<file path="config.mk">
export PLATFORM = sky130hd
export DESIGN_NAME = wall_follow_pid_steering
export DESIGN_NICKNAME = d
export VERILOG_FILES = /design/src/hdl/wfps_pkg.sv /design/src/hdl/wfps_csr.sv /design/src/hdl/wfps_error.sv /design/src/hdl/wfps_mix.sv /design/src/hdl/wall_follow_pid_steering.sv
export SDC_FILE = /design/constraint.sdc
export NUM_CORES = 2
export LEC_CHECK = 0
export BUFFER_PORTS_ARGS = -buffer_cell sky130_fd_sc_hd__buf_4
export CAP_MARGIN = 20
export CELL_PAD_IN_SITES_DETAIL_PLACEMENT = 1
export CELL_PAD_IN_SITES_GLOBAL_PLACEMENT = 1
export CORE_MARGIN = 1.5
export CORE_UTILIZATION = 40
export CTS_CLUSTER_SIZE = 30
export DETAILED_ROUTE_END_ITERATION = 8
export PLACE_DENSITY = 0.79
export SETUP_SLACK_MARGIN = 0.4
export SLEW_MARGIN = 20
export SYNTH_ARGS = -nofsm -noshare
export SYNTH_HDL_FRONTEND = slang
export SYNTH_HIERARCHICAL = 1
export SYNTH_SLANG_ARGS = --single-unit
</file>
<file path="constraint.sdc">
create_clock -name clock -period 16.85 [get_ports clock]
set_input_delay 1.685 -clock clock [delete_from_list [all_inputs] [get_ports clock]]
set_output_delay 1.685 -clock clock [all_outputs]
set_load 0.02 [all_outputs]
</file>
<file path="src/hdl/wfps_pkg.sv">
`timescale 1ns / 1ps

package wfps_pkg;

   localparam int CSR_ADDR_W = 5;
   localparam int CSR_DATA_W = 32;

   localparam logic [2:0] REG_TARGET_DISTANCE = 3'd0;
   localparam logic [2:0] REG_REFERENCE_SPEED = 3'd1;
   localparam logic [2:0] REG_MAX_ADJUST      = 3'd2;
   localparam logic [2:0] REG_GAIN_P          = 3'd3;
   localparam logic [2:0] REG_GAIN_D          = 3'd4;
   localparam logic [2:0] REG_GAIN_I          = 3'd5;

   localparam logic [8:0] NO_ECHO_CM = 9'd120;

   localparam logic signed [13:0] INTEG_MAX = 14'sh1fff;
   localparam logic signed [13:0] INTEG_MIN = 14'sh2000;

   localparam logic signed [23:0] SPEED_LIMIT = 24'sd255;

   typedef struct packed {
      logic [8:0]         target_distance;
      logic [7:0]         reference_speed;
      logic [7:0]         max_adjust;
      logic signed [15:0] gain_p;
      logic signed [15:0] gain_d;
      logic signed [15:0] gain_i;
   } cfg_type;

   localparam cfg_type CFG_RESET = '{
      target_distance: 9'd30,
      reference_speed: 8'd150,
      max_adjust:      8'd100,
      gain_p:          16'sd563,
      gain_d:          16'sd307,
      gain_i:          16'sd0
   };

   typedef struct packed {
      logic signed [10:0] err;
      logic signed [11:0] diff;
      logic signed [13:0] integ;
   } terms_type;

endpackage

</file>
<file path="src/hdl/wfps_csr.sv">
`timescale 1ns / 1ps

module wfps_csr (
   input  logic                             clock,
   input  logic                             reset,
   input  logic                             csr_psel,
   input  logic                             csr_penable,
   input  logic                             csr_pwrite,
   input  logic [wfps_pkg::CSR_ADDR_W-1:0]  csr_paddr,
   input  logic [wfps_pkg::CSR_DATA_W-1:0]  csr_pwdata,
   output logic [wfps_pkg::CSR_DATA_W-1:0]  csr_prdata,
   output logic                             csr_pready,
   output wfps_pkg::cfg_type                cfg
);

   wfps_pkg::cfg_type cfg_ff;
   logic [2:0]        reg_idx;
   logic              wr_en;

   assign reg_idx    = csr_paddr[4:2];
   assign wr_en      = csr_psel & csr_penable & csr_pwrite;
   assign csr_pready = 1'b1;
   assign cfg        = cfg_ff;

   always_ff @(posedge clock) begin
      if (reset) begin
         cfg_ff <= wfps_pkg::CFG_RESET;
      end else if (wr_en) begin
         unique case (reg_idx)
            wfps_pkg::REG_TARGET_DISTANCE: cfg_ff.target_distance <= csr_pwdata[8:0];
            wfps_pkg::REG_REFERENCE_SPEED: cfg_ff.reference_speed <= csr_pwdata[7:0];
            wfps_pkg::REG_MAX_ADJUST:      cfg_ff.max_adjust      <= csr_pwdata[7:0];
            wfps_pkg::REG_GAIN_P:          cfg_ff.gain_p          <= csr_pwdata[15:0];
            wfps_pkg::REG_GAIN_D:          cfg_ff.gain_d          <= csr_pwdata[15:0];
            wfps_pkg::REG_GAIN_I:          cfg_ff.gain_i          <= csr_pwdata[15:0];
            default: ;
         endcase
      end
   end

   always_comb begin
      unique case (reg_idx)
         wfps_pkg::REG_TARGET_DISTANCE: csr_prdata = {23'd0, cfg_ff.target_distance};
         wfps_pkg::REG_REFERENCE_SPEED: csr_prdata = {24'd0, cfg_ff.reference_speed};
         wfps_pkg::REG_MAX_ADJUST:      csr_prdata = {24'd0, cfg_ff.max_adjust};
         wfps_pkg::REG_GAIN_P:          csr_prdata = {{16{cfg_ff.gain_p[15]}}, cfg_ff.gain_p};
         wfps_pkg::REG_GAIN_D:          csr_prdata = {{16{cfg_ff.gain_d[15]}}, cfg_ff.gain_d};
         wfps_pkg::REG_GAIN_I:          csr_prdata = {{16{cfg_ff.gain_i[15]}}, cfg_ff.gain_i};
         default:                       csr_prdata = '0;
      endcase
   end

endmodule

</file>
<file path="src/hdl/wfps_error.sv">
`timescale 1ns / 1ps

module wfps_error #(
   parameter int INTEGRAL_PERIOD = 5
) (
   input  logic                 clock,
   input  logic                 reset,
   input  logic                 load,
   input  logic [8:0]           distance_cm,
   input  logic                 restart,
   input  logic [8:0]           target_distance,
   output wfps_pkg::terms_type  terms
);

   localparam int CW = $clog2(INTEGRAL_PERIOD + 1);
   localparam logic [CW-1:0] PERIOD_LAST = CW'(INTEGRAL_PERIOD);

   logic [CW-1:0]       count_ff;
   logic [CW-1:0]       count_in;
   logic [CW-1:0]       count_base;
   logic signed [10:0]  prev_err_ff;
   logic signed [10:0]  prev_base;
   logic signed [13:0]  integ_ff;
   logic signed [13:0]  integ_base;
   logic signed [13:0]  integ_keep;
   logic signed [13:0]  integ_in;
   logic signed [14:0]  integ_sum;
   logic [8:0]          dist_eff;
   logic signed [10:0]  err;
   logic signed [11:0]  diff;
   logic                wrap;
   wfps_pkg::terms_type terms_ff;

   always_comb begin
      count_base = restart ? '0 : count_ff;
      prev_base  = restart ? '0 : prev_err_ff;
      integ_base = restart ? '0 : integ_ff;
      wrap       = (count_base == PERIOD_LAST);
      count_in   = wrap ? '0 : count_base + CW'(1);
      integ_keep = wrap ? '0 : integ_base;

      dist_eff = (distance_cm == 9'd0) ? wfps_pkg::NO_ECHO_CM : distance_cm;
      err      = $signed({2'b00, target_distance}) - $signed({2'b00, dist_eff});

      integ_sum = $signed({integ_keep[13], integ_keep}) + $signed({{4{err[10]}}, err});
      if (integ_sum[14] != integ_sum[13]) begin
         integ_in = integ_sum[14] ? wfps_pkg::INTEG_MIN : wfps_pkg::INTEG_MAX;
      end else begin
         integ_in = integ_sum[13:0];
      end

      diff = $signed({err[10], err}) - $signed({prev_base[10], prev_base});
   end

   always_ff @(posedge clock) begin
      if (reset) begin
         count_ff    <= '0;
         prev_err_ff <= '0;
         integ_ff    <= '0;
      end else if (load) begin
         count_ff    <= count_in;
         prev_err_ff <= err;
         integ_ff    <= integ_in;
      end
   end

   always_ff @(posedge clock) begin
      if (load) begin
         terms_ff.err   <= err;
         terms_ff.diff  <= diff;
         terms_ff.integ <= integ_in;
      end
   end

   assign terms = terms_ff;

endmodule

</file>
<file path="src/hdl/wfps_mix.sv">
`timescale 1ns / 1ps

module wfps_mix (
   input  logic                clock,
   input  logic                load,
   input  wfps_pkg::terms_type terms,
   input  wfps_pkg::cfg_type   cfg,
   output logic signed [8:0]   left_speed,
   output logic signed [8:0]   right_speed
);

   // product / 256, truncated toward zero
   function automatic logic signed [23:0] qdiv256(input logic signed [31:0] x);
      logic signed [31:0] adj;
      adj = x + (x[31] ? 32'sd255 : 32'sd0);
      return adj[31:8];
   endfunction

   function automatic logic signed [8:0] sat_speed(input logic signed [23:0] x);
      if (x > wfps_pkg::SPEED_LIMIT) begin
         return 9'sd255;
      end else if (x < -wfps_pkg::SPEED_LIMIT) begin
         return -9'sd255;
      end else begin
         return x[8:0];
      end
   endfunction

   logic signed [26:0] p_prod;
   logic signed [27:0] d_prod;
   logic signed [29:0] i_prod;
   logic signed [23:0] p_q;
   logic signed [23:0] d_q;
   logic signed [23:0] i_q;
   logic signed [23:0] max_pos;
   logic signed [23:0] max_neg;
   logic signed [23:0] p_cl;
   logic signed [23:0] corr;
   logic signed [23:0] ref_s;
   logic signed [8:0]  left_in;
   logic signed [8:0]  right_in;
   logic signed [8:0]  left_ff;
   logic signed [8:0]  right_ff;

   always_comb begin
      p_prod = 27'(cfg.gain_p) * 27'(terms.err);
      d_prod = 28'(cfg.gain_d) * 28'(terms.diff);
      i_prod = 30'(cfg.gain_i) * 30'(terms.integ);

      p_q = qdiv256($signed({{5{p_prod[26]}}, p_prod}));
      d_q = qdiv256($signed({{4{d_prod[27]}}, d_prod}));
      i_q = qdiv256($signed({{2{i_prod[29]}}, i_prod}));

      max_pos = $signed({16'd0, cfg.max_adjust});
      max_neg = -max_pos;
      if (p_q > max_pos) begin
         p_cl = max_pos;
      end else if (p_q < max_neg) begin
         p_cl = max_neg;
      end else begin
         p_cl = p_q;
      end

      corr     = p_cl + d_q + i_q;
      ref_s    = $signed({16'd0, cfg.reference_speed});
      right_in = sat_speed(ref_s + corr);
      left_in  = sat_speed(ref_s - corr);
   end

   always_ff @(posedge clock) begin
      if (load) begin
         left_ff  <= left_in;
         right_ff <= right_in;
      end
   end

   assign left_speed  = left_ff;
   assign right_speed = right_ff;

endmodule

</file>
<file path="src/hdl/wall_follow_pid_steering.sv">
`timescale 1ns / 1ps

// result path: a taken request passes the input register, state stage and result register to rsp_valid
// throughput: one transaction per cycle; the whole pipeline holds while a result is stalled
// stages: input register, error and integral state update, gain products and wheel clamps
// reset: synchronous, clears valid bits, error state and step count, loads register defaults

module wall_follow_pid_steering #(
   parameter int INTEGRAL_PERIOD = 5
) (
   input  logic                             clock,
   input  logic                             reset,
   input  logic                             req_valid,
   output logic                             req_stall,
   input  logic [8:0]                       req_distance_cm,
   input  logic                             req_restart,
   output logic                             rsp_valid,
   input  logic                             rsp_stall,
   output logic signed [8:0]                rsp_left_speed,
   output logic signed [8:0]                rsp_right_speed,
   input  logic                             csr_psel,
   input  logic                             csr_penable,
   input  logic                             csr_pwrite,
   input  logic [wfps_pkg::CSR_ADDR_W-1:0]  csr_paddr,
   input  logic [wfps_pkg::CSR_DATA_W-1:0]  csr_pwdata,
   output logic [wfps_pkg::CSR_DATA_W-1:0]  csr_prdata,
   output logic                             csr_pready
);

   wfps_pkg::cfg_type   cfg;
   wfps_pkg::terms_type terms;

   logic       advance;
   logic       in_valid_ff;
   logic       mid_valid_ff;
   logic       out_valid_ff;
   logic [8:0] dist_ff;
   logic       restart_ff;

   assign advance   = !out_valid_ff || !rsp_stall;
   assign req_stall = !advance;
   assign rsp_valid = out_valid_ff;

   always_ff @(posedge clock) begin
      if (reset) begin
         in_valid_ff  <= 1'b0;
         mid_valid_ff <= 1'b0;
         out_valid_ff <= 1'b0;
      end else if (advance) begin
         in_valid_ff  <= req_valid;
         mid_valid_ff <= in_valid_ff;
         out_valid_ff <= mid_valid_ff;
      end
   end

   always_ff @(posedge clock) begin
      if (advance && req_valid) begin
         dist_ff    <= req_distance_cm;
         restart_ff <= req_restart;
      end
   end

   wfps_csr u_csr (
      .clock       (clock),
      .reset       (reset),
      .csr_psel    (csr_psel),
      .csr_penable (csr_penable),
      .csr_pwrite  (csr_pwrite),
      .csr_paddr   (csr_paddr),
      .csr_pwdata  (csr_pwdata),
      .csr_prdata  (csr_prdata),
      .csr_pready  (csr_pready),
      .cfg         (cfg)
   );

   wfps_error #(
      .INTEGRAL_PERIOD (INTEGRAL_PERIOD)
   ) u_error (
      .clock           (clock),
      .reset           (reset),
      .load            (advance && in_valid_ff),
      .distance_cm     (dist_ff),
      .restart         (restart_ff),
      .target_distance (cfg.target_distance),
      .terms           (terms)
   );

   wfps_mix u_mix (
      .clock       (clock),
      .load        (advance && mid_valid_ff),
      .terms       (terms),
      .cfg         (cfg),
      .left_speed  (rsp_left_speed),
      .right_speed (rsp_right_speed)
   );

   a_left_range: assert property (@(posedge clock) disable iff (reset)
      rsp_valid |-> (rsp_left_speed != 9'sh100))
      else $error("left speed below -255");

   a_right_range: assert property (@(posedge clock) disable iff (reset)
      rsp_valid |-> (rsp_right_speed != 9'sh100))
      else $error("right speed below -255");

   a_mid_to_out: assert property (@(posedge clock) disable iff (reset)
      (mid_valid_ff && advance) |=> out_valid_ff)
      else $error("transaction lost between state stage and result register");

   a_in_to_mid: assert property (@(posedge clock) disable iff (reset)
      (in_valid_ff && advance) |=> mid_valid_ff)
      else $error("transaction lost between input register and state stage");

endmodule

</file>
# --- Word level (Yosys, flattened, before mapping) ---
# Index checks and enable logic that the tools add are counted.
word_totals:
  reg_bits: 167
  input_bits: 54
  output_inout_bits: 53
  wordCells: 84
op_classes:
  add_sub_neg: 12
  mul: 3
  magnitude_cmp: 6
  n_eq_ne: 7
  n_mux: 16
  n_bitwise: 2
  reduce_logical: 17
op_table:
  columns: ["operator", "count"]
  rows:
  - ["$pmux 32 s6", 1]
  - ["$mux 14", 4]
  - ["$add 24x24->24", 2]
  - ["$gt 24x9->1 const B", 2]
  - ["$lt 24x9->1 const B", 2]
  - ["$mux 24", 2]
  - ["$add 30x9->31", 1]
  - ["$mul 16x14->30", 1]
  - ["$add 28x9->29", 1]
  - ["$add 27x9->28", 1]
  - ["$mul 16x12->28", 1]
  - ["$mux 9", 3]
  - ["$mul 16x10->26", 1]
  - ["$add 9x24->24", 1]
  - ["$gt 24x9->1", 1]
  - ["$lt 24x24->1", 1]
  - ["$mux 8", 3]
  - ["$neg 8->24", 1]
  - ["$sub 9x24->24", 1]
  - ["$add 14x10->15", 1]
  - ["$reduce_and 2->1", 6]
  - ["$sub 10x11->12", 1]
  - ["$mux 11", 1]
  - ["$sub 9x9->10", 1]
  - ["13 further kinds", 23]

# --- Depth between registers and ports, before layout ---
logic_depth:
  word_depth: 11
  ltp_mapped: 69
  mapped_depth_nobuf: 65

# --- Modules after synthesis ---
# The synthesis kept the hierarchy.
modules_own_cells:
  columns: ["mod", "n_inst", "cells_per_inst", "area_per_inst_um2", "seq_area_each_um2"]
  rows:
  - ["wfps_mix", 1, 3404, 28845.2, 540.5]
  - ["wfps_error", 1, 414, 4031.4, 1621.6]
  - ["wfps_csr", 1, 415, 3618.5, 1461.4]
  - ["wall_follow_pid_steering", 1, 26, 430.4, 360.3]

# --- Least setup slack after synthesis ---
# OpenSTA, ideal clock, no wires.
synth_path:
  path_kind: "register -> register"
  startpoint: "reg u_error/terms[35] (netlist name)"
  endpoint: "reg u_mix.left_ff[0] (netlist: u_mix/left_speed[0]) (data pin)"
  setup_time_ns: 0.262
  t_arrival_ns: 14.490
  required_ns: 16.588
  path_slack_ns: 2.098
  path_stages_with_launch: 60
  path_buffers: 5
  period_less_slack_ns: 14.752
  path_cell_list: "edfxtp_1 > buf_4 > inv_1 > clkbuf_1 > nor2_1 > fa_1 > fa_1 > fa_1 > fa_1 > inv_1 > fa_1 > inv_1 > ha_1 > buf_2 > nand4_1 > a211oi_1 > o21a_1 > o211ai_1 > [24 not listed] > ha_1 > fa_1 > a21o_1 > a21oi_1 > xnor2_1 > ha_1 > clkbuf_1 > o21bai_1 > a221oi_1 > nor3b_1 > nand3_1 > or3_1 > nor3_1 > a31oi_1 > or4_1 > o21a_1 > nor3_1 > o21ai_0"
synth_between:
  elab_chain_len: 11
  word_cells_on_any_way: 13
  classes_between: "add/sub (4); mul (1); order compare (4); mux (3); reduce/logical (1)"
synth_rtl:
  columns: ["item", "line_no", "text"]
  rows:
  - ["$mul 16x10->26 (*)", "wfps_mix.sv:46", "p_prod = 27'(cfg.gain_p) * 27'(terms.err);"]
  - ["$mux 8", "wfps_mix.sv:15", "adj = x + (x[31] ? 32'sd255 : 32'sd0);"]
  - ["$add 27x9->28 (*)", "wfps_mix.sv:15", null]
  - ["$lt 24x24->1", "wfps_mix.sv:58", "end else if (p_q < max_neg) begin"]
  - ["$mux 24", "wfps_mix.sv:58", null]
  - ["$mux 24 (*)", "wfps_mix.sv:56", "if (p_q > max_pos) begin"]
  - ["$add 24x24->24 (*) (2 in a row)", "wfps_mix.sv:64", "corr = p_cl + d_q + i_q;"]
  - ["$sub 9x24->24 (*)", "wfps_mix.sv:67", "left_in = sat_speed(ref_s - corr);"]
  - ["$lt 24x9->1 / $gt 24x9->1 (equally long branches)", "wfps_mix.sv:22, wfps_mix.sv:20", null]
  - ["$reduce_or 2->1 (no line)", null, null]
  - ["end signal, assigned", "wfps_mix.sv:72", "left_ff <= left_in;"]
  - ["end, declared", "wfps_mix.sv:42", "logic signed [8:0] left_ff;"]
# Every way passes the cells marked *; elsewhere a longest branch is shown, timed or not.
# A chain may end at the register's enable or synchronous reset.

# --- Worst setup path after layout ---
layout_path:
  startpoint: "reg u_error.terms_ff, in the netlist u_error/terms[30]"
  endpoint: "reg u_mix.left_ff[0] (netlist: u_mix/left_speed[0]) (data pin)"
layout_between:
  elab_chain_len: 11
  word_cells_on_any_way: 13
  classes_between: "add/sub (4); mul (1); order compare (4); mux (3); reduce/logical (1)"
layout_rtl:
  columns: ["item", "line_no", "text"]
  rows:
  - ["start, declared", "wfps_error.sv:32", "wfps_pkg::terms_type terms_ff;"]
  - ["$mul 16x10->26 (*)", "wfps_mix.sv:46", null]
  - ["$mux 8", "wfps_mix.sv:15", null]
  - ["$add 27x9->28 (*)", "wfps_mix.sv:15", null]
  - ["$lt 24x24->1", "wfps_mix.sv:58", null]
  - ["$mux 24", "wfps_mix.sv:58", null]
  - ["$mux 24 (*)", "wfps_mix.sv:56", null]
  - ["$add 24x24->24 (*) (2 in a row)", "wfps_mix.sv:64", null]
  - ["$sub 9x24->24 (*)", "wfps_mix.sv:67", null]
  - ["$lt 24x9->1 / $gt 24x9->1 (equally long branches)", "wfps_mix.sv:22, wfps_mix.sv:20", null]
  - ["$reduce_or 2->1 (no line)", null, null]
# Marked as above.

==> flow_metrics.py <==
metrics = {
    "outcome": {
        "outcome": "completed",
    },
    "final_layout": {
        "final_cell_mix": "inv_1, fa_1, nand2_1, ha_1, and2_1",
        "diodes": 0,
        "syn_to_final_growth_pct": 6.35,
        "final_common_cell": "inv_1",
        "multi_input_area_um2": 29600,
        "layout.nets": 5175,
        "nFillCells": 10800,
        "drive_gt1_share_pct": 6.67,
        "fin_area_um2": 39300,
        "register_area_um2": 3990,
    },
    "die": {
        "coreArea_um2": 91500,
        "dieHeight_um": 307,
        "die_area_um2": 94100,
        "initial_core_util_pct": 40.3,
        "die-width_um": 307,
        "ioPinCount": 107,
        "rows": 111,
    },
    "worst_setup_path": {
        "path_common_cell": "fa_1",
        "crit_type": "reg -> reg",
        "r2r_start": "u_error/terms[30]$_DFFE_PP_",
        "cpPeakStageDelay_ns": 0.74,
        "crit_path_end_kind": "register",
        "rr_endpoint": "u_mix/left_speed[0]$_SDFFCE_PP1P_",
        "cp_data_arrival_time_ns": 15.76,
        "slowest_stage": "fa_2",
        "cp_max_fo": 8,
        "r2r_setup_slack_ns": 1.32,
        "critPathLaunchType": "register",
        "crit_required_ns": 17.08,
        "r2r_cells": 58,
    },
    "global_routing": {
        "track_usage_pct": 24.3,
        "grt_pass1_wl_mm": 180,
        "grt_max_degree": 80,
        "antenna_found_initial": 4,
        "globalRouteOverflowTotal": 0,
        "grt_pass1_vias": 32600,
    },
    "synth": {
        "ys_async_sr_fraction_pct": 0,
        "syn_area_um2": 36900,
        "synthFlopType": "dfxtp_1",
        "ys_warn_count": 6,
        "yosysSeqAreaShare_pct": 10.8,
        "synth_area_per_cell_um2": 8.67,
        "syn_nets": 5206,
        "synth_edf_count": 64,
        "synth.ff_latch_count": 167,
        "synth_cell_types": 119,
        "synth_cells": 4259,
    },
    "worst_hold_path": {
        "hold_start": "u_error/integ_ff[6]$_SDFFE_PP0P_",
        "holdPathEnd": "u_error/integ_ff[6]$_SDFFE_PP0P_",
        "hold_depth": 2,
        "holdCritPathClass": "reg -> reg",
    },
    "sta": {
        "final_hold_viol_count": 0,
        "worst_slack_ns": 1.32,
        "rsz0062_at_grt": "no",
        "setup_viol": 0,
        "drv_slew": 0,
        "setup_tns_ns": 0,
        "tightest_slew_ns": 1.11,
        "max_freq_mhz": 64.4,
        "fin_crit_sh_pct": 92.2,
        "clock-skew-final_ns": 0.0184,
        "max_slew_margin_pct": 25.6,
        "fin_crit_ns": 15.53,
        "hold_slack_ns": 0.493,
    },
    "routing": {
        "avgViaCountPerCell": 5.56,
        "drc_errors": 0,
        "drt_wl_total_mm": 114,
        "final_antenna_net_count": 0,
        "post_drt_wl_per_cell_um": 21.0,
        "first_pass_iters": 5,
        "routed-via-count": 30200,
        "drtIter0Drc": 1629,
    },
    "clocking": {
        "root_buffer": "clkbuf_16",
        "cts_tree": "built",
        "clock_path_buffers": 2,
        "clock_sinks": 167,
        "cts_htree_levels": 4,
        "holdBufCountCts": 0,
        "clock_latency_ns": 0.50,
        "clk_pin_slew_worst_paths_ns": 0.09,
        "cts_buffers": 17,
    },
    "flow_run": {
        "maxCapViolCount": 0,
    },
    "place": {
        "place_area_um2": 38400,
        "port_buffers": 87,
        "routabilityCongestion": 0.889,
        "dp_hpwl_mm": 94.0,
        "post-place-ws_ns": 0.564,
    },
}
## sequential cells by signal, indices dropped and copies added (netlist names), 3 cells and up
name	cells
u_error/prev_err_ff	10
dist_ff	9
u_mix/left_speed	9
u_mix/right_speed	9
u_error/count_ff	3
u_error/integ_ff	14
u_error/terms	36
u_csr/cfg	73
## cells by family (layout without fill, tap and decap cells)
logic type	after synthesis	after routing	synth area share, %
other	1	1	0.0102
and+or+nand+nor	1401	1401	19.1
xor gates and xnor gates	190	190	4.53
buffers and inverters	858	840	9.36
muxes	82	82	2.27
adders and majority gates	896	896	42.3
AOI/OAI and AO/OA	664	664	11.7
DFF	167	167	10.8
## routing by layer
metal	track usage (%)	routed length [µm]	up-vias
li1	-	-	13700
met1	31.6	49600	15500
met2	41.7	54700	794
met3	3.62	6030	152
met4	7.56	3460	2
met5	0	13	-
## synth_stat cells, types with 72 or more instances
cell type	instances	share of area, %
a21oi_1	196	2.7
and2_1	246	4.2
clkbuf_1	131	1.3
dfxtp_1	103	5.6
fa_1	588	32
ha_1	305	10
inv_1	669	6.8
nand2_1	458	4.7
nand3_1	89	1.2
nor2_1	236	2.4
nor3_1	72	0.98
o21ai_0	135	1.8
xnor2_1	120	2.8
## stage by stage
stage / utilization (%) / cells
floorplan: - / 4259
global placement: 42.0 / 5386
detailed placement: 42.0 / 5386
CTS: 42.7 / 5418
global route: 42.9 / 5427
finish: 42.9 / 5427
## worst max-delay path by stage
stage                           startpoint                                end  slack (ns)  cells after the start
6_report       u_error/terms[30]$_DFFE_PP_  u_mix/left_speed[0]$_SDFFCE_PP1P_        1.32                     58
5_1_grt        u_error/terms[28]$_DFFE_PP_  u_mix/left_speed[0]$_SDFFCE_PP1P_        0.35                     61
4_1_cts        u_error/terms[33]$_DFFE_PP_  u_mix/left_speed[0]$_SDFFCE_PP1P_        0.42                     57
3_5_place_dp   u_error/terms[33]$_DFFE_PP_  u_mix/left_speed[0]$_SDFFCE_PP1P_        0.56                     57
3_3_place_gp   u_error/terms[33]$_DFFE_PP_  u_mix/left_speed[0]$_SDFFCE_PP1P_        0.93                     60
2_1_floorplan  u_error/terms[35]$_DFFE_PP_  u_mix/left_speed[0]$_SDFFCE_PP1P_        2.10                     59
## layout make-up
cell class	instances	share of cell area, %
Tap cell	1186	3.78
Sequential cell	167	10.2
Timing Repair Buffer	136	2.73
Multi-Input combinational cell	3234	75.3
Clock buffer	17	1.08
Clock inverter	15	0.548
Inverter	672	6.43
## critical path, delay by kind of cell, from the launching register on
kind            cells  cell delay (ns)
fa+ha+maj          12             5.43
mux                 1             0.13
flops               1             0.57
buf+inv             6             0.54
xor+xnor            2             0.47
simple gates       16             3.96
compound gates     21             4.12
## repair_timing
item                       in CTS  in global routing
setup buffers                   0                  9
resized for setup               0                 19
setup endpoints to repair       0                 18
Power is left out: the tool's default activity adds up to more than one toggle a clock period on the data nets, which glitch-free logic cannot reach.
